<file path="src/design/ppfe_pkg.sv">
`timescale 1ns / 1ps

package ppfe_pkg;

	localparam int PAL_ENTRIES = 256;
	localparam int PAL_AW      = (PAL_ENTRIES > 1) ? $clog2(PAL_ENTRIES) : 1;
	localparam int IDX_W       = 8;
	localparam int COLOUR_W    = 24;
	localparam int CFG_AW      = 5;
	localparam int CFG_DW      = 32;

	typedef enum logic {
		ACT_WRITE   = 1'b0,
		ACT_CONVERT = 1'b1
	} action_t;

	typedef enum logic [2:0] {
		REG_RED_LEN   = 3'd0,
		REG_GREEN_LEN = 3'd1,
		REG_BLUE_LEN  = 3'd2,
		REG_RED_OFF   = 3'd3,
		REG_GREEN_OFF = 3'd4,
		REG_BLUE_OFF  = 3'd5,
		REG_BPP       = 3'd6,
		REG_SCALE     = 3'd7
	} reg_idx_t;

	localparam logic [3:0] RST_LEN       = 4'd8;
	localparam logic [4:0] RST_RED_OFF   = 5'd16;
	localparam logic [4:0] RST_GREEN_OFF = 5'd8;
	localparam logic [4:0] RST_BLUE_OFF  = 5'd0;
	localparam logic [2:0] RST_BPP       = 3'd4;
	localparam logic [4:0] RST_SCALE     = 5'd1;

	typedef struct packed {
		logic [3:0] red_len;
		logic [3:0] green_len;
		logic [3:0] blue_len;
		logic [4:0] red_pos;
		logic [4:0] green_pos;
		logic [4:0] blue_pos;
		logic [2:0] bpp;
		logic [4:0] scale;
	} cfg_t;

	typedef struct packed {
		logic [31:0] word;
		logic        line_end;
		logic [1:0]  nb_m1;
		logic [3:0]  cp_m1;
	} pix_t;

	function automatic logic [3:0] clamp_len(input logic [3:0] len);
		logic [3:0] n;
		if (len == 4'd0) begin
			n = 4'd1;
		end else if (len > 4'd8) begin
			n = 4'd8;
		end else begin
			n = len;
		end
		return n;
	endfunction

	function automatic logic [31:0] place_channel(input logic [7:0] v, input logic [3:0] len,
			input logic [4:0] off);
		logic [7:0] kept;
		kept = v >> (4'd8 - clamp_len(len));
		return {24'd0, kept} << off;
	endfunction

	function automatic logic [1:0] bytes_m1(input logic [2:0] bpp);
		logic [1:0] r;
		if (bpp == 3'd0) begin
			r = 2'd0;
		end else if (bpp > 3'd4) begin
			r = 2'd3;
		end else begin
			r = 2'(bpp - 3'd1);
		end
		return r;
	endfunction

	function automatic logic [3:0] copies_m1(input logic [4:0] scale);
		logic [3:0] r;
		if (scale == 5'd0) begin
			r = 4'd0;
		end else if (scale > 5'd16) begin
			r = 4'd15;
		end else begin
			r = 4'(scale - 5'd1);
		end
		return r;
	endfunction

endpackage

</file>
<file path="src/design/ppfe_emit.sv">
`timescale 1ns / 1ps

module ppfe_emit import ppfe_pkg::*; (
	input  logic       clk,
	input  logic       arst_n,
	input  logic       pix_valid,
	output logic       pix_ready,
	input  pix_t       pix,
	output logic       m_tvalid,
	input  logic       m_tready,
	output logic [7:0] m_tdata,
	output logic       m_tuser,
	output logic       m_tlast
);

	logic        valid_s2;
	pix_t        pix_s2;
	logic [1:0]  byte_q;
	logic [3:0]  copy_q;
	logic        final_byte;
	logic        done;
	logic        load;
	logic [31:0] shifted;

	assign final_byte = (byte_q == pix_s2.nb_m1) && (copy_q == pix_s2.cp_m1);
	assign done       = valid_s2 && m_tready && final_byte;
	assign pix_ready  = !valid_s2 || done;
	assign load       = pix_valid && pix_ready;

	always_ff @(posedge clk or negedge arst_n) begin
		if (!arst_n) begin
			valid_s2 <= 1'b0;
			byte_q   <= '0;
			copy_q   <= '0;
		end else if (load) begin
			valid_s2 <= 1'b1;
			byte_q   <= '0;
			copy_q   <= '0;
		end else if (done) begin
			valid_s2 <= 1'b0;
		end else if (valid_s2 && m_tready) begin
			// advance byte, wrap into next copy
			if (byte_q == pix_s2.nb_m1) begin
				byte_q <= '0;
				copy_q <= copy_q + 4'd1;
			end else begin
				byte_q <= byte_q + 2'd1;
			end
		end
	end

	always_ff @(posedge clk) begin
		if (load) begin
			pix_s2 <= pix;
		end
	end

	assign shifted  = pix_s2.word >> {byte_q, 3'b000};
	assign m_tvalid = valid_s2;
	assign m_tdata  = shifted[7:0];
	assign m_tlast  = final_byte;
	assign m_tuser  = final_byte && pix_s2.line_end;

endmodule

</file>
<file path="config.mk">
export PLATFORM = sky130hd
export DESIGN_NAME = ppfe_emit
export DESIGN_NICKNAME = d
export VERILOG_FILES = /design/src/design/ppfe_pkg.sv /design/src/design/ppfe_emit.sv
export SDC_FILE = /design/constraint.sdc
export NUM_CORES = 1
export LEC_CHECK = 0
export ABC_CLOCK_PERIOD_IN_PS = 2800
export BUFFER_PORTS_ARGS = -buffer_cell sky130_fd_sc_hd__buf_2
export CELL_PAD_IN_SITES_DETAIL_PLACEMENT = 0
export CELL_PAD_IN_SITES_GLOBAL_PLACEMENT = 1
export CORE_MARGIN = 2
export CORE_UTILIZATION = 38
export CTS_CLUSTER_DIAMETER = 80
export DETAILED_ROUTE_END_ITERATION = 16
export GPL_TIMING_DRIVEN = 0
export PLACE_DENSITY_LB_ADDON = 0.1
export SETUP_SLACK_MARGIN = 0.1
export SKIP_LAST_GASP = 1
export SLEW_MARGIN = 20
export SYNTH_ARGS = -nofsm -noshare
export SYNTH_HDL_FRONTEND = slang
export SYNTH_SLANG_ARGS = --single-unit
</file>
<file path="constraint.sdc">
create_clock -name clk -period 2.8 [get_ports clk]
set_clock_uncertainty 0.15 [all_clocks]
set_input_delay 0.56 -clock clk [delete_from_list [all_inputs] [get_ports clk]]
set_output_delay 0.56 -clock clk [all_outputs]
set_load 0.01 [all_outputs]
</file>
; Word-level counts from Yosys, hierarchy flattened
; Index checks and enable logic that the tools add are counted.
[word_totals]
reg_bits = 46
latchBits = 0
inputBits = 43
romBits = 0
ramBits = 0
memories = 0
out_inout_bits = 12
[op_classes]
bitwise_logic = 0
multipliers = 0
addsub = 2
n_shift = 1
div = 0
n_reduce_logical = 12
mux = 10
eq_ne = 3
order_cmp = 0
[ops]
columns = cell, count
row1 = 32-bit by 5-bit >> shifter with 8-bit output, 1
row2 = 4-bit 2-to-1 mux, 4
row3 = 2-bit 2-to-1 mux, 4
row4 = 2-bit nonzero test, 3
row5 = 1-bit logical AND, 5
row6 = "4-bit by 1-bit adder with 4-bit output, second input constant", 1
row7 = 4-bit == test, 1
row8 = 3-bit AND reduction, 1
row9 = "2-bit by 1-bit adder with 2-bit output, second input constant", 1
row10 = 2-bit == test, 1
row11 = 1-bit 2-to-1 mux, 2
row12 = "2-bit by 1-bit != test with 1-bit output, second input constant", 1
row13 = 2-bit AND reduction, 1
row14 = 1-bit logical NOT, 1
row15 = 1-bit logical OR, 1

; Depth between registers and ports, before layout
[depth]
ltp_word = 7
depth_mapped = 5
depth_no_buf = 4

; Least setup slack after synthesis
; No wires, ideal clock.
[synth_timing]
kind = register to register
from = register copy_q[1]
to = register pix_s2[0] (netlist bit), enable pin
arrival_ns = 2.347
path_stages_with_launch = 5
setup_slack_ns = -0.097
period_less_slack_ns = 2.897
path_buffers = 0
path_cell_list = dfrtp_1 -> xor2_1 -> or4_4 -> o21ai_4 -> and2_1
[synth_via]
elab_chain_len = 5
[synth_lines]
columns = element, line
row1 = "start, declared", ppfe_emit.sv:19  ; logic [3:0] copy_q;
row2 = "start signal, assigned", ppfe_emit.sv:45  ; copy_q <= copy_q + 4'd1;
row3 = 4-bit == test, ppfe_emit.sv:25  ; assign final_byte = (byte_q == pix_s2.nb_m1) && (copy_q == pix_s2.cp_m1);
row4 = 1-bit logical AND, ppfe_emit.sv:25
row5 = 1-bit logical AND, ppfe_emit.sv:26  ; assign done = valid_s2 && m_tready && final_byte;
row6 = 1-bit logical OR, ppfe_emit.sv:27  ; assign pix_ready = !valid_s2 || done;
row7 = net pix_ready, ppfe_emit.sv:7  ; output logic pix_ready,
row8 = 1-bit logical AND, ppfe_emit.sv:28  ; assign load = pix_valid && pix_ready;
row9 = net load, ppfe_emit.sv:22  ; logic load;
row10 = "end signal, assigned", ppfe_emit.sv:54  ; pix_s2 <= pix;
row11 = "end, declared", ppfe_emit.sv:17  ; pix_t pix_s2;
; The timed path passes the listed nets, and every way through them passes these cells.
; A chain may end at the register's enable or synchronous reset.

; Worst setup path after layout
[layout_timing]
from = register pix_s2[3] (netlist bit)
to = output port m_tuser
[layout_via]
elab_chain_len = 3
[layout_lines]
columns = element, line
row1 = 4-bit == test, ppfe_emit.sv:25
row2 = 1-bit logical AND, ppfe_emit.sv:25
row3 = 1-bit logical AND, ppfe_emit.sv:62  ; assign m_tuser = final_byte && pix_s2.line_end;
row4 = "end, declared", ppfe_emit.sv:12  ; output logic m_tuser,
; Every way passes these cells.

==> out/qor.yml <==
swShare_pct: 28.0
grt_pass1_wl_um: 5100
drtPass1Iterations: 3
via_count: 1097
portBuffers: 54
cap_violations: 0
overflow: 0
ff2ff_path_depth: 4
max_slew.worst_pin.slew_ns: 0.495
worst-path-buf-inv: 1
critical_path.max_stage_delay_ns: 0.60
cts_root_buf: "clkbuf_8"
synthTopCellsByArea: "edfxtp_1 62%, mux4_2 9.5%, dfrtp_1 9.2%"
grt_max_degree: 40
crit_path_start_kind: "flip-flop"
path_class: "flip-flop to primary output"
place_congestion: 0.704
hpwl_um: 2360
powerDensity_mw_per_mm2: 767
period_share_pct: 92.8
cts_tree: "built"
cts_max_path_buffers: 2
cts_max_level: 2
crit_family: "simple AND/OR/NAND/NOR gates"
insertedDiodeCount: 0
yosysTopAreaCell: "edfxtp_1"
crit_cells: 5
critPathArrivalTime_ns: 1.89
synth_cell_types: 33
crit_path_cell_trace: "xor2_2, or4_4, nor2_4, and2_1, buf_2"
slew_viol_final: 0
grt_pass1_vias: 1151
syn-instance-count: 100
syn_area_mm2: 0.00190
power_frac_comb_pct: 28.4
synth_top_area_share_pct: 61.6
finalCriticalPeriod_ns: 2.60
drc: 0
vdd_drop_max_mv: 0.322
p_seq_share_pct: 45.6
drt_wl_total_um: 3190
start_util_pct: 39.7
clock_sinks: 46
synth_seq_cells: 46
timing.fmax_mhz: 385
hold_violations: 0
yosysWarnings: 0
min_path_type: "input port to flip-flop"
clockPowerShare_pct: 25.9
drt_iter0_drc: 23
relSlewSlack_pct: 67.0
dieHeight_um: 74.7
cts_buffers: 5
ys_seq_area_share_pct: 70.8
wl_per_cell_um: 13.9
viasPerCell: 4.77
cp_slowest_cell: "or4_4"
critPathRequiredTime_ns: 2.09
dieArea_mm2: 0.00558
row_count: 25
die_x_um: 74.7
dp_cells: 221
syn_to_final_growth_pct: 25.5
intPower_mw: 1.32
nets: 206
cp_max_fo: 4
rsz0062_at_grt: "no"
hold_depth: 1
pin_count: 55
antenna_found_initial: 0
insertion_delay_ns: 0.29
syn_area_per_cell_um2: 19.0
setup_viol: 0
p_leak_nw: 0.913
cp-end-kind: "primary output"
power.switching_mw: 0.511
drtAntennaViolNets: 0
tns_ns: 0
core-area_mm2: 0.00479
finalNonFillerCells: 230
syn_nets: 144
run_status: "finished clean"
clk_pin_slew_ns: 0.08
grtUsageTotal_pct: 12.7
final_layout_size_suffix_gt1_share_pct: 50.9
-- layout make-up --
class / count / area [µm²]
sequential: 46 / 1350
buffer: 3 / 17.5
multi-input combinational: 48 / 536
clock buffer: 6 / 72.6
inverter: 3 / 11.3
timing repair buffer: 55 / 280
tap: 67 / 83.8
fill: 433 / 2400
clock inverter: 2 / 37.5
-- Yosys cell counts (all sizes together) --
library cell   n
a21boi         1
or4            1
nor4           3
and4           1
ha             1
o21ai          3
a221o          1
o41ai          1
inv            3
mux4           8
mux2i          1
nand2          2
buf            3
nor2b          1
edfxtp        39
dfrtp          7
xnor2          3
a22o           3
nand3          2
xor2           6
a32o           1
nor2           2
mux2           2
a211oi         1
and2           2
a21oi          1
o2111ai        1
-- layout by cell type (no fill, tap or decap), types with 2 or more instances in the layout --
cell,synthesis,layout
nor4_1,3,3
clkbuf_8,0,5
xnor2_1,2,2
edfxtp_1,39,39
xor2_1,5,5
nand2_1,2,2
a22o_1,3,3
inv_1,3,3
mux4_2,8,8
dfrtp_1,7,7
mux2_2,2,2
buf_2,3,56
-- power groups by stage --
stage / Clock (mW) / Combinational, mW / Sequential, mW
6_report: 0.474 / 0.520 / 0.834
5_1_grt: 0.526 / 0.577 / 0.842
4_1_cts: 0.497 / 0.527 / 0.836
3_5_place_dp: 0 / 0.522 / 0.852
3_3_place_gp: 0 / 0.515 / 0.850
2_1_floorplan: 0 / 0.374 / 0.842
-- stage by stage --
step / hold slack [ns] / util [%] / area (µm²) / setup slack [ns] / total power, mW
final: 0.291 / 49.8 / 2380 / 0.203 / 1.83
after global routing: 0.271 / 49.8 / 2380 / 0.107 / 1.94
after CTS: 0.277 / 49.6 / 2380 / 0.104 / 1.86
after detailed placement: 0.259 / 47.1 / 2260 / 0.122 / 1.37
after global placement: 0.257 / 47.1 / 2260 / 0.164 / 1.36
after floorplan: 0.114 / - / 1900 / 0.314 / 1.22
-- what timing repair did --
action	in CTS	in global routing
gates resized for setup	0	3
setup endpoints to repair	0	42
setup buffers	0	0
hold buffers	1	0
hold endpoints to repair	7	0
-- cell families (layout without fill, tap and decap cells) --
group	count (synthesis)	count (layout)	synth area share (%)
compound gates	13	13	6.25
xor+xnor	9	9	4.94
fa+ha+maj	1	1	0.658
buf+inv	6	69	1.38
flops	46	46	70.8
mux	11	11	11.2
simple gates	14	14	4.74
-- worst register-to-register path, cell delays in order (launching register included) --
cell and delay (ns):
edfxtp_1 0.42, xor2_2 0.21, or4_4 0.60, o21ai_4 0.18
and2_4 0.47
-- sequential cells by signal, indices dropped and copies added, names as in the netlist --
signal,flops
m_tvalid,1
pix_s2,39
copy_q,4
byte_q,2
-- worst paths after layout --
| path | startpoint | endpoint | slack, ns |
|---|---|---|---|
| worst max-delay path | pix_s2[3]$_DFFE_PP_ | m_tuser | 0.20 |
| worst max register to register | pix_s2[3]$_DFFE_PP_ | pix_s2[27]$_DFFE_PP_ | 0.39 |
| max in group asynchronous | arst_n | byte_q[0]$_DFFE_PN0P_ | 1.86 |
| worst min register to register | copy_q[1]$_DFFE_PN0P_ | copy_q[1]$_DFFE_PN0P_ | 0.43 |
| min in group asynchronous | arst_n | copy_q[1]$_DFFE_PN0P_ | 0.48 |
| worst min-delay path | pix[31] | pix_s2[31]$_DFFE_PP_ | 0.29 |
-- routing by layer --
layer  share of wire, %  up-vias  global-route usage (%)
li1                   -      522                       -
met1                 40      535                    15.1
met2                 51       38                    21.1
met3                7.3        2                    5.09
met4               0.75        0                    4.17
met5                  0        -                       0
(Power assumes the default switching activity.)
