**config.mk**
```make
export PLATFORM = sky130hd
export DESIGN_NAME = ppfe_cfg
export DESIGN_NICKNAME = d
export VERILOG_FILES = /design/src/design/ppfe_pkg.sv /design/src/design/ppfe_cfg.sv
export SDC_FILE = /design/constraint.sdc
export NUM_CORES = 1
export LEC_CHECK = 0
export BUFFER_PORTS_ARGS = -buffer_cell sky130_fd_sc_hd__buf_2
export CAP_MARGIN = 15
export CORE_ASPECT_RATIO = 0.8
export CORE_UTILIZATION = 40
export CTS_CLUSTER_SIZE = 28
export DETAILED_ROUTE_END_ITERATION = 10
export PLACE_DENSITY = 0.74
export SYNTH_ARGS = -nofsm -noshare
export SYNTH_HDL_FRONTEND = slang
export SYNTH_SLANG_ARGS = --single-unit
```
**constraint.sdc**
```tcl
create_clock -name clk -period 1.4 [get_ports clk]
set_clock_uncertainty 0.1 [all_clocks]
set_input_delay 0.21 -clock clk [delete_from_list [all_inputs] [get_ports clk]]
set_output_delay 0.21 -clock clk [all_outputs]
set_load 0.01 [all_outputs]
```
**src/design/ppfe_pkg.sv**
```systemverilog
`timescale 1ns / 1ps

package ppfe_pkg;

	localparam int PAL_ENTRIES = 256;
	localparam int PAL_AW      = (PAL_ENTRIES > 1) ? $clog2(PAL_ENTRIES) : 1;
	localparam int IDX_W       = 8;
	localparam int COLOUR_W    = 24;
	localparam int CFG_AW      = 5;
	localparam int CFG_DW      = 32;

	typedef enum logic {
		ACT_WRITE   = 1'b0,
		ACT_CONVERT = 1'b1
	} action_t;

	typedef enum logic [2:0] {
		REG_RED_LEN   = 3'd0,
		REG_GREEN_LEN = 3'd1,
		REG_BLUE_LEN  = 3'd2,
		REG_RED_OFF   = 3'd3,
		REG_GREEN_OFF = 3'd4,
		REG_BLUE_OFF  = 3'd5,
		REG_BPP       = 3'd6,
		REG_SCALE     = 3'd7
	} reg_idx_t;

	localparam logic [3:0] RST_LEN       = 4'd8;
	localparam logic [4:0] RST_RED_OFF   = 5'd16;
	localparam logic [4:0] RST_GREEN_OFF = 5'd8;
	localparam logic [4:0] RST_BLUE_OFF  = 5'd0;
	localparam logic [2:0] RST_BPP       = 3'd4;
	localparam logic [4:0] RST_SCALE     = 5'd1;

	typedef struct packed {
		logic [3:0] red_len;
		logic [3:0] green_len;
		logic [3:0] blue_len;
		logic [4:0] red_pos;
		logic [4:0] green_pos;
		logic [4:0] blue_pos;
		logic [2:0] bpp;
		logic [4:0] scale;
	} cfg_t;

	typedef struct packed {
		logic [31:0] word;
		logic        line_end;
		logic [1:0]  nb_m1;
		logic [3:0]  cp_m1;
	} pix_t;

	function automatic logic [3:0] clamp_len(input logic [3:0] len);
		logic [3:0] n;
		if (len == 4'd0) begin
			n = 4'd1;
		end else if (len > 4'd8) begin
			n = 4'd8;
		end else begin
			n = len;
		end
		return n;
	endfunction

	function automatic logic [31:0] place_channel(input logic [7:0] v, input logic [3:0] len,
			input logic [4:0] off);
		logic [7:0] kept;
		kept = v >> (4'd8 - clamp_len(len));
		return {24'd0, kept} << off;
	endfunction

	function automatic logic [1:0] bytes_m1(input logic [2:0] bpp);
		logic [1:0] r;
		if (bpp == 3'd0) begin
			r = 2'd0;
		end else if (bpp > 3'd4) begin
			r = 2'd3;
		end else begin
			r = 2'(bpp - 3'd1);
		end
		return r;
	endfunction

	function automatic logic [3:0] copies_m1(input logic [4:0] scale);
		logic [3:0] r;
		if (scale == 5'd0) begin
			r = 4'd0;
		end else if (scale > 5'd16) begin
			r = 4'd15;
		end else begin
			r = 4'(scale - 5'd1);
		end
		return r;
	endfunction

endpackage

```
**src/design/ppfe_cfg.sv**
```systemverilog
`timescale 1ns / 1ps

module ppfe_cfg import ppfe_pkg::*; (
	input  logic              clk,
	input  logic              arst_n,
	input  logic              psel,
	input  logic              penable,
	input  logic              pwrite,
	input  logic [CFG_AW-1:0] paddr,
	input  logic [CFG_DW-1:0] pwdata,
	output logic [CFG_DW-1:0] prdata,
	output logic              pready,
	output cfg_t              cfg
);

	cfg_t     cfg_q;
	reg_idx_t idx;
	logic     wr;

	assign idx    = reg_idx_t'(paddr[CFG_AW-1:2]);
	assign wr     = psel && penable && pwrite && pready;
	assign pready = 1'b1;
	assign cfg    = cfg_q;

	always_ff @(posedge clk or negedge arst_n) begin
		if (!arst_n) begin
			cfg_q.red_len   <= RST_LEN;
			cfg_q.green_len <= RST_LEN;
			cfg_q.blue_len  <= RST_LEN;
			cfg_q.red_pos   <= RST_RED_OFF;
			cfg_q.green_pos <= RST_GREEN_OFF;
			cfg_q.blue_pos  <= RST_BLUE_OFF;
			cfg_q.bpp       <= RST_BPP;
			cfg_q.scale     <= RST_SCALE;
		end else if (wr) begin
			unique case (idx)
				REG_RED_LEN:   cfg_q.red_len   <= pwdata[3:0];
				REG_GREEN_LEN: cfg_q.green_len <= pwdata[3:0];
				REG_BLUE_LEN:  cfg_q.blue_len  <= pwdata[3:0];
				REG_RED_OFF:   cfg_q.red_pos   <= pwdata[4:0];
				REG_GREEN_OFF: cfg_q.green_pos <= pwdata[4:0];
				REG_BLUE_OFF:  cfg_q.blue_pos  <= pwdata[4:0];
				REG_BPP:       cfg_q.bpp       <= pwdata[2:0];
				REG_SCALE:     cfg_q.scale     <= pwdata[4:0];
			endcase
		end
	end

	always_comb begin
		unique case (idx)
			REG_RED_LEN:   prdata = {28'd0, cfg_q.red_len};
			REG_GREEN_LEN: prdata = {28'd0, cfg_q.green_len};
			REG_BLUE_LEN:  prdata = {28'd0, cfg_q.blue_len};
			REG_RED_OFF:   prdata = {27'd0, cfg_q.red_pos};
			REG_GREEN_OFF: prdata = {27'd0, cfg_q.green_pos};
			REG_BLUE_OFF:  prdata = {27'd0, cfg_q.blue_pos};
			REG_BPP:       prdata = {29'd0, cfg_q.bpp};
			REG_SCALE:     prdata = {27'd0, cfg_q.scale};
		endcase
	end

endmodule

```
-- Word level (Yosys, flattened, before mapping)
Cells that the tools add are included.
- output and inout port bits: 68
- bits of input ports: 42
- bits in registers: 35
- reduce and logical (&&, ||, !) cells: 11
- equal/unequal tests: 7
- muxes and demuxes: 1
- operators by type and width (kind ; count):
    32-bit one-hot mux with 8 select lines ; 1
    2-bit AND reduction ; 8
    3-bit equality test, second input constant ; 4
    3-bit by 2-bit equality test with 1-bit output, second input constant ; 2
    3-bit by 1-bit equality test with 1-bit output, second input constant ; 1
    3-bit logical NOT ; 1
    1-bit logical AND ; 2

-- Longest topological paths before layout
Gate-level depths: netlist of run 1.
- depth after elaboration: 3
- mapped depth: 5

-- Worst setup path before layout of run 1
OpenSTA, ideal clock, no wires.
- kind: flip-flop to output port
- start point: reg cfg_q (netlist bit cfg[3])
- end point: out prdata[3]
- slack: -0.062 ns
- buffers on the path: 0
- data arrival time: 1.152 ns
- data required time: 1.090 ns
- stages on the path, launching flop included: 3
- cell sequence: dfrtp_1 mux4_2 mux2_2
- word-level cells in the longest chain between the ends: 1
- ends and longest elaborated chain (what ; line ; text):
    start, declared ; ppfe_cfg.sv:16 ; cfg_t cfg_q;
    32-bit one-hot mux with 8 select lines ; ppfe_cfg.sv:50 ; unique case (idx)
    end, declared ; ppfe_cfg.sv:11 ; output logic [CFG_DW-1:0] prdata,
No other way between the ends. The select of a mux whose other input is x is not followed.

-- Final worst setup path of run 1
- start point: reg cfg_q (netlist bit cfg[11])
- end point: out prdata[3]
The elaborated chain is that of the path after synthesis.

==> results of run 1 <==
## worst max-delay path, delay by kind of cell (launching register included)
family | cells | cell delay [ns]
muxes | 2 | 0.74
DFF | 1 | 0.39
buffers and inverters | 1 | 0.12
## layer usage
metal  track usage (%)  wire length (um)
met2              26.9              1890
met3              6.14               356
met1              26.0              2000
met5                 0                 0
met4              4.77                61
## layout by cell type, fill, tap and decap left out, drive strengths merged
cell and count:
buf 84, mux2 36, conb 28, dfrtp 28
mux2i 10, dfstp 7, nor2 6, clkbuf 6
nand2b 3, o22ai 3, a211oi 3, o22a 3
o21ai 3, nor3b 3, or3 3, nand3b 2
nand2 2, mux4 1, nand3 1, a22o 1
nand4b 1, nand4 1, dlygate4sd3 1
## through the flow
stage	power, mW	setup slack, ns	utilization, %	cells	TNS, ns
CTS	3.02	-0.449	54.7	296	-1.36
global placement	2.27	-0.228	51.7	286	-6.36
global route	3.16	-0.471	54.7	296	-1.63
finish	2.98	-0.445	54.7	296	-1.33
floorplan	1.91	-0.0481	-	178	-0.0481
detailed placement	2.29	-0.247	51.7	286	-6.79
## worst paths after layout
| kind | startpoint | depth (start not counted) | endpoint | slack (ns) |
|---|---|---|---|---|
| max in group asynchronous | arst_n | 3 | cfg[22]$_DFFE_PN1P_ | 0.43 |
| min reg2reg | cfg[2]$_DFFE_PN0P_ | 1 | cfg[2]$_DFFE_PN0P_ | 0.43 |
| max reg2reg | cfg[3]$_DFFE_PN0P_ | 3 | cfg[3]$_DFFE_PN0P_ | 0.31 |
| max | cfg[11]$_DFFE_PN0P_ | 3 | prdata[3] | -0.44 |
| min in group asynchronous | arst_n | 2 | cfg[27]$_DFFE_PN0P_ | 0.26 |
| min | pwdata[4] | 2 | cfg[22]$_DFFE_PN1P_ | 0.11 |
## what timing repair did
| action | 4_1_cts | 5_1_grt |
|---|---|---|
| buffers inserted | 3 | 0 |
| setup endpoints to repair | 5 | 5 |
| hold endpoints to repair | 10 | 0 |
| resized for setup | 7 | 0 |
| pin swaps | 4 | 4 |
| cloned | 0 | 0 |
| hold buffers | 1 | 0 |
## synthesized netlist by cell type, types with 3 or more instances
library cell	number
buf_4	30
dfrtp_1	28
mux2_2	28
mux2i_1	10
dfstp_2	7
nor2_1	5
mux2_1	4
mux2_4	4
a211oi_1	3
nand2b_1	3
nor3b_1	3
o21ai_0	3
o22a_1	3
o22ai_1	3
## logic make-up after synthesis
logic type | after synthesis | share of synthesized area (%)
other | 2 | 0.391
AND/OR/NAND/NOR | 22 | 8.26
multiplexers | 47 | 28.2
AO/OA/AOI/OAI | 13 | 4.75
flip-flops | 35 | 46.0
buffers and inverters | 33 | 12.4
## power groups by stage
stage	combinational [mW]	sequential, mW	clock [mW]
finish	0.931	1.39	0.662
global route	1.01	1.42	0.733
CTS	0.945	1.39	0.687
detailed placement	0.890	1.40	0
global placement	0.871	1.39	0
floorplan	0.431	1.48	0
## area by class of cell
type                            count  area share, %
Timing Repair Buffer               85           22.1
Sequential cell                    35           35.2
Tap cell                           60           2.99
Clock buffer                        6           2.89
Multi-Input combinational cell    110           36.9
==> flow_metrics.py, run 1 <==
metrics = {
    "routing": {
        "drt-pass1-iter-count": 4,
        "vias_per_cell": 4.83,
        "wirelength_um": 4310,
        "wl_per_cell_um": 14.6,
        "drt_iter0_markers": 51,
        "vias": 1430,
        "antenna_left": 0,
        "route.detailed.drc": 0,
    },
    "synth": {
        "syn_avg_cell_area_sq_um": 12.7,
        "synth_seq_cells": 35,
        "synthCells": 152,
        "syn_area_sq_um": 1920,
        "yosysWarnings": 0,
        "synthArstFlopShare_pct": 100,
        "netlist.area_leader.share_pct": 36.4,
        "synth_top_area_cell": "dfrtp_1",
        "synth_top_flop_cell": "dfrtp_1",
        "synthTopCellsByArea": "dfrtp_1, mux2_2, buf_4",
        "synth_edf_count": 0,
        "yosysSeqAreaShare_pct": 46.0,
        "synth_cell_types": 28,
    },
    "floorplan": {
        "core_sq_um": 4600,
        "dieArea_sq_um": 5090,
        "start_util_pct": 41.8,
        "io_pins": 110,
        "dieWidth_um": 79.5,
        "rows": 22,
        "die_y_um": 64.0,
    },
    "clocking": {
        "clockBufferDepth": 2,
        "insertion_delay_ns": 0.29,
        "clk_pin_slew_ns": 0.06,
        "cts_root_buf": "clkbuf_8",
        "cts_tree": "yes",
        "clock_sinks": 35,
        "h-tree-depth": 2,
        "cts_buffers": 5,
    },
    "grt": {
        "grt_pass1_wl_um": 6910,
        "track_usage_pct": 18.4,
        "antenna_found_initial": 0,
        "grt_max_degree": 22,
        "grt-ovfl-total": 0,
        "first_global_vias": 1332,
    },
    "setup_path": {
        "cp.required_ns": 1.09,
        "start_kind": "flip-flop",
        "worst-setup-path-type": "reg -> out",
        "cp_slowest_cell": "mux4_2",
        "max_stage_delay_ns": 0.47,
        "cp-end-kind": "primary output",
        "cp_max_fo": 2,
        "cp_cell_sequence": "mux4_2 > mux2_4 > buf_6",
        "cp.arrival_ns": 1.53,
    },
    "finish": {
        "diodes": 0,
        "postLayoutCellArea_sq_um": 2510,
        "layout-drive-gt1-share_pct": 58.9,
        "num-fill-cells": 422,
        "multiInputGateArea_sq_um": 927,
        "syn2layout_area_growth_pct": 30.7,
        "ff_latch_area_sq_um": 885,
        "largest_reg_flops": 35,
        "nNetsFinal": 279,
    },
    "sta": {
        "finalHoldWorstSlack_ns": 0.109,
        "fin_crit_ns": 1.84,
        "setup_viol": 5,
        "max_freq_ghz": 0.542,
        "setup_slack_ns": -0.445,
        "rsz0062_at_grt": "yes",
        "slew_violations": 0,
        "period_share_pct": 132,
        "hold_viol": 0,
    },
    "worst_hold_path": {
        "hp-class": "in -> reg",
    },
    "power": {
        "p_seq_share_pct": 46.6,
        "max-vdd-ir-drop_mv": 0.725,
        "p_comb_share_pct": 31.2,
        "power.share.switching_pct": 30.5,
        "intPower_mw": 2.07,
        "p_clk_share_pct": 22.2,
        "leakagePower_nw": 1.31,
        "pwr_density_cell_nw_per_um2": 1190,
        "switchingPower_mw": 0.910,
    },
    "outcome": {
        "violations": "negative setup slack",
        "status": "finished, violations left",
    },
    "place": {
        "post_dp_cell_area_sq_um": 2380,
        "gp_congestion": 0.764,
        "portBuffers": 52,
        "dp_hpwl_um": 3270,
    },
    "run": {
        "cap_violations": 0,
    },
}
No activity file was read; power rests on OpenSTA's default activity.
==> run 2: changes to the inputs <==
CORE_MARGIN = 2   (was unset)
==> flow_metrics.py, run 2 (same netlist as run 1, synthesis figures left out) <==
metrics = {
    "floorplan": {
        "start_util_pct": 41.8,
        "io_pins": 110,
        "dieWidth_um": 81.5,
        "rows": 22,
        "core_sq_um": 4600,
        "dieArea_sq_um": 5380,
        "die_y_um": 66.0,
    },
    "outcome": {
        "violations": "negative setup slack",
        "status": "finished, violations left",
    },
    "sta": {
        "setup_viol": 5,
        "setup_slack_ns": -0.427,
        "finalHoldWorstSlack_ns": 0.113,
        "rsz0062_at_grt": "yes",
        "slew_violations": 0,
        "fin_crit_ns": 1.83,
        "period_share_pct": 131,
        "max_freq_ghz": 0.547,
        "hold_viol": 0,
    },
    "setup_path": {
        "max_stage_delay_ns": 0.47,
        "cp.arrival_ns": 1.52,
        "cp.required_ns": 1.09,
        "critPathBufInv": 1,
        "cp-end-kind": "primary output",
        "cp_cell_sequence": "mux4_2 > mux2_4 > buf_6",
        "worst-setup-path-type": "reg -> out",
        "critical_path.top_delay_family": "multiplexers",
        "start_kind": "flip-flop",
        "cp_max_fo": 2,
        "cp_slowest_cell": "mux4_2",
        "regToRegSetupSlack_ns": 0.31,
    },
    "clocking": {
        "clk_pin_slew_ns": 0.06,
        "clock_sinks": 35,
        "cts_buffers": 5,
        "cts_tree": "yes",
        "clockBufferDepth": 2,
        "insertion_delay_ns": 0.28,
        "h-tree-depth": 2,
        "cts_root_buf": "clkbuf_8",
    },
    "routing": {
        "drt_iter0_markers": 35,
        "route.detailed.drc": 0,
        "antenna_left": 0,
        "wirelength_um": 4370,
        "vias_per_cell": 4.68,
        "drt-pass1-iter-count": 4,
        "vias": 1408,
        "wl_per_cell_um": 14.5,
    },
    "power": {
        "pwr_density_cell_nw_per_um2": 1200,
        "p_comb_share_pct": 32.0,
        "power.share.switching_pct": 30.8,
        "p_clk_share_pct": 22.9,
        "finalPower_mw": 3.06,
        "p_seq_share_pct": 45.1,
        "switchingPower_mw": 0.943,
        "intPower_mw": 2.12,
        "max-vdd-ir-drop_mv": 0.684,
        "leakagePower_nw": 1.32,
    },
    "worst_hold_path": {
        "hp-class": "in -> reg",
    },
    "finish": {
        "num-fill-cells": 422,
        "fin_cells": 301,
        "final_common_cell": "buf_2",
        "layout-drive-gt1-share_pct": 60.6,
        "final_cell_mix": "buf_2, buf_4, conb_1, dfrtp_1, mux2_2",
        "nNetsFinal": 282,
        "syn2layout_area_growth_pct": 32.1,
        "largest_reg_flops": 35,
        "diodes": 0,
    },
    "grt": {
        "first_global_vias": 1397,
        "grt_max_degree": 21,
        "antenna_found_initial": 0,
        "track_usage_pct": 17.3,
        "grt_pass1_wl_um": 6930,
        "grt-ovfl-total": 0,
    },
    "place": {
        "gp_congestion": 0.741,
        "dp_hpwl_um": 3320,
        "portBuffers": 52,
        "placedCellCount": 285,
    },
    "run": {
        "cap_violations": 0,
    },
}
==> run 2: cell types whose count changed in the layout (fill, tap and decap cells not counted), sizes merged <==
cell	change
clkinv	+1
clkinvlp	+1
buf	+3
==> run 2: worst paths after layout <==
path                                     startpoint                  end  cells past startpoint
worst max register to register  cfg[11]$_DFFE_PN0P_  cfg[11]$_DFFE_PN0P_                      3
max in group asynchronous                    arst_n  cfg[16]$_DFFE_PN1P_                      3
min in group asynchronous                    arst_n   cfg[8]$_DFFE_PN0P_                      2
worst min-delay path                      pwdata[4]   cfg[4]$_DFFE_PN0P_                      2
worst min register to register  cfg[31]$_DFFE_PN0P_  cfg[31]$_DFFE_PN0P_                      1
worst max-delay path             cfg[3]$_DFFE_PN0P_            prdata[3]                      3
==> run 2: worst reg2reg max path, stage by stage (launching register included) <==
cell,delay (ns)
dfrtp_1,0.38
buf_4,0.13
buf_4,0.12
mux2_2,0.25
==> run 2: area by class of cell <==
class / instances / area, sq um / share of cell area (%)
multi-input combinational: 110 / 932 / 36.7
sequential: 35 / 885 / 34.8
clock inverter: 2 / 12.5 / 0.492
clock buffer: 6 / 72.6 / 2.86
timing repair buffer: 88 / 564 / 22.2
tap: 60 / 75.1 / 2.95
==> run 2: stage by stage <==
stage | setup TNS [ns] | setup slack, ns | instance area (sq um) | utilization, %
CTS | -1.34 | -0.435 | 2500 | 54.5
global placement | -3.38 | -0.210 | 2360 | 51.3
global route | -1.66 | -0.462 | 2540 | 55.3
detailed placement | -3.56 | -0.217 | 2360 | 51.3
floorplan | -0.0481 | -0.0481 | 2030 | -
finish | -1.33 | -0.427 | 2540 | 55.3
==> run 2: power by group through the flow <==
| stage | clock network [mW] | registers (mW) | logic (mW) |
|---|---|---|---|
| floorplan | 0 | 1.48 | 0.431 |
| global placement | 0 | 1.39 | 0.879 |
| detailed placement | 0 | 1.40 | 0.898 |
| CTS | 0.725 | 1.38 | 0.957 |
| global route | 0.778 | 1.41 | 1.07 |
| finish | 0.700 | 1.38 | 0.980 |
==> run 2: timing repair <==
item	in CTS	in global routing
hold buffers	1	0
pin swaps	3	3
hold endpoints to repair	14	0
gates resized for setup	5	4
buffers inserted	4	3
endpoints found under the setup margin	5	5
==> run 2: routing by layer <==
layer	wire length, um	GRT usage (%)
met1	1900	22.7
met2	2110	28.5
met5	0	0
met4	32	3.81
met3	318	4.92
==> run 3: changes to the inputs <==
ABC_AREA = 1   (was unset)
CORE_UTILIZATION = 44   (was 40)
PLACE_DENSITY = 0.77   (was 0.74)
clock period = 1.9 ns   (was 1.4 ns; I/O delays follow)
==> flow_metrics.py, run 3 <==
metrics = {
    "synth": {
        "synthCells": 236,
        "syn_area_sq_um": 1960,
        "synthArstFlopShare_pct": 100,
        "synth_edf_count": 0,
        "synth_top_area_cell": "dfrtp_1",
        "synth_common_cells": "nand2_1, buf_4, dfrtp_1",
        "syn_avg_cell_area_sq_um": 8.29,
        "synth_cell_types": 24,
        "synth.most_common_cell": "nand2_1",
        "synthTopCellsByArea": "dfrtp_1, buf_4, dfstp_2",
        "yosysSeqAreaShare_pct": 45.2,
        "netlist.area_leader.share_pct": 35.8,
        "yosysWarnings": 0,
        "synth_seq_cells": 35,
        "synth_top_flop_cell": "dfrtp_1",
    },
    "setup_path": {
        "timing.rr.end": "cfg[7]$_DFFE_PN1P_",
        "crit_end": "prdata[0]",
        "start_kind": "flip-flop",
        "regToRegSetupSlack_ns": 1.00,
        "startpoint": "cfg[0]$_DFFE_PN1P_",
        "cp-end-kind": "primary output",
        "cp.arrival_ns": 1.30,
        "rr_worst_depth": 2,
        "cp.required_ns": 1.51,
        "crit-reg2reg-launch": "cfg[7]$_DFFE_PN1P_",
        "cp_max_fo": 3,
        "worst-setup-path-type": "reg -> out",
    },
    "power": {
        "pwr_density_cell_nw_per_um2": 1010,
        "max-vdd-ir-drop_mv": 0.469,
        "finalPower_mw": 2.30,
        "leakagePower_nw": 1.20,
    },
    "clocking": {
        "clk_pin_slew_ns": 0.07,
        "h-tree-depth": 2,
        "clockBufferDepth": 2,
        "cts_tree": "yes",
        "cts_setup_buffers": 0,
        "cts_buffers": 5,
        "cts_hold_buf": 1,
        "cts_root_buf": "clkbuf_8",
        "cts_resized": 0,
        "clock_sinks": 35,
        "insertion_delay_ns": 0.29,
    },
    "routing": {
        "drt-pass1-iter-count": 6,
        "vias_per_cell": 4.78,
        "wl_per_cell_um": 13.3,
        "wirelength_um": 4600,
        "vias": 1653,
        "route.detailed.drc": 0,
        "drt_iter0_markers": 110,
        "antenna_left": 0,
    },
    "sta": {
        "max_freq_ghz": 0.595,
        "slew_violations": 0,
        "fin_crit_ns": 1.68,
        "hold_viol": 0,
        "relSlewSlack_pct": 48.3,
        "period_share_pct": 88.5,
        "setup_tns_ns": 0,
        "worst_pin_slew_ns": 0.775,
        "setup_viol": 0,
        "rsz0062_at_grt": "no",
    },
    "finish": {
        "final_common_cell": "buf_2",
        "ff_latch_area_sq_um": 885,
        "diodes": 0,
        "syn2layout_area_growth_pct": 16.0,
        "nNetsFinal": 330,
        "final_cell_mix": "buf_2, nand2_1, conb_1, dfrtp_1, nand4_1",
        "largest_reg_flops": 35,
        "final_util_pct": 53.6,
        "num-fill-cells": 402,
        "multiInputGateArea_sq_um": 842,
        "layout-drive-gt1-share_pct": 29.8,
    },
    "grt": {
        "track_usage_pct": 19.2,
        "first_global_vias": 1430,
        "grt_pass1_wl_um": 7330,
        "antenna_found_initial": 0,
        "grt-ovfl-total": 0,
        "grt_max_degree": 36,
    },
    "floorplan": {
        "rows": 21,
        "io_pins": 110,
        "die_y_um": 63.6,
        "core_sq_um": 4230,
        "dieArea_sq_um": 5000,
        "start_util_pct": 46.2,
        "dieWidth_um": 78.5,
    },
    "run": {
        "cap_violations": 0,
    },
    "place": {
        "dp_hpwl_um": 3410,
        "gp_congestion": 0.911,
        "portBuffers": 52,
    },
    "outcome": {
        "status": "completed",
    },
    "worst_hold_path": {
        "hp-class": "in -> reg",
    },
}
## run 3: cell types whose count changed in the layout (fill, tap and decap cells not counted), moves of 14 or more
cell,before,now
o21ai_1,0,14
nor2_1,5,20
buf_4,33,4
nand2_1,1,49
nand4_1,0,21
mux2_2,27,0
## run 3: power breakdown
part / total [mW] / switching (mW) / internal, mW
combinational: 0.569 / 0.346 / 0.223
clock: 0.697 / 0.272 / 0.424
sequential: 1.03 / 0.120 / 0.914
## run 3: area by class of cell
class                           instances  area share (%)
Clock buffer                            6            3.64
Clock inverter                          2            1.54
Inverter                               14            2.32
Multi-Input combinational cell        175            37.1
Sequential cell                        35            39.0
Tap cell                               57            3.14
Timing Repair Buffer                   57            13.2
## run 3: per-stage QoR
step | worst slack (ns) | hold WS, ns | std cells | instance area, sq um
floorplan | 0.466 | -0.111 | 262 | 2050
global placement | 0.280 | 0.288 | 337 | 2140
detailed placement | 0.266 | 0.301 | 337 | 2140
CTS | 0.221 | 0.121 | 346 | 2270
global route | 0.123 | 0.151 | 346 | 2270
finish | 0.219 | 0.121 | 346 | 2270
## run 3: how the worst min path moves through the flow
stage | startpoint | to | slack [ns] | cells after the start
6_report | pwdata[1] | cfg[6]$_DFFE_PN0P_ | 0.12 | 3
3_5_place_dp | arst_n | cfg[8]$_DFFE_PN0P_ | 0.30 | 1
3_3_place_gp | arst_n | cfg[8]$_DFFE_PN0P_ | 0.29 | 1
2_1_floorplan | arst_n | cfg[10]$_DFFE_PN0P_ | -0.11 | 0
4_1_cts | pwdata[0] | cfg[5]$_DFFE_PN0P_ | 0.12 | 3
5_1_grt | pwdata[0] | cfg[5]$_DFFE_PN0P_ | 0.15 | 3
## run 3: metal layers
metal  up-vias  GRT usage, %  share of wire, %
met5         -             0                 0
met4         0          5.26               1.1
met3         7          5.16               6.7
met2        66          28.0                44
met1       752          28.1                49
li1        828             -                 -
## run 3: logic make-up after synthesis
group,share of synthesized area (%)
compound gates,9.92
flops,45.2
other cells,0.384
buf+inv,16.7
simple gates,27.8
## run 3: critical path: stages (launching register included)
cell and delay, ns:
dfstp_2 0.56, nand4_1 0.10, nand2_1 0.09, nor2_1 0.05, nand3_1 0.08, buf_2 0.13
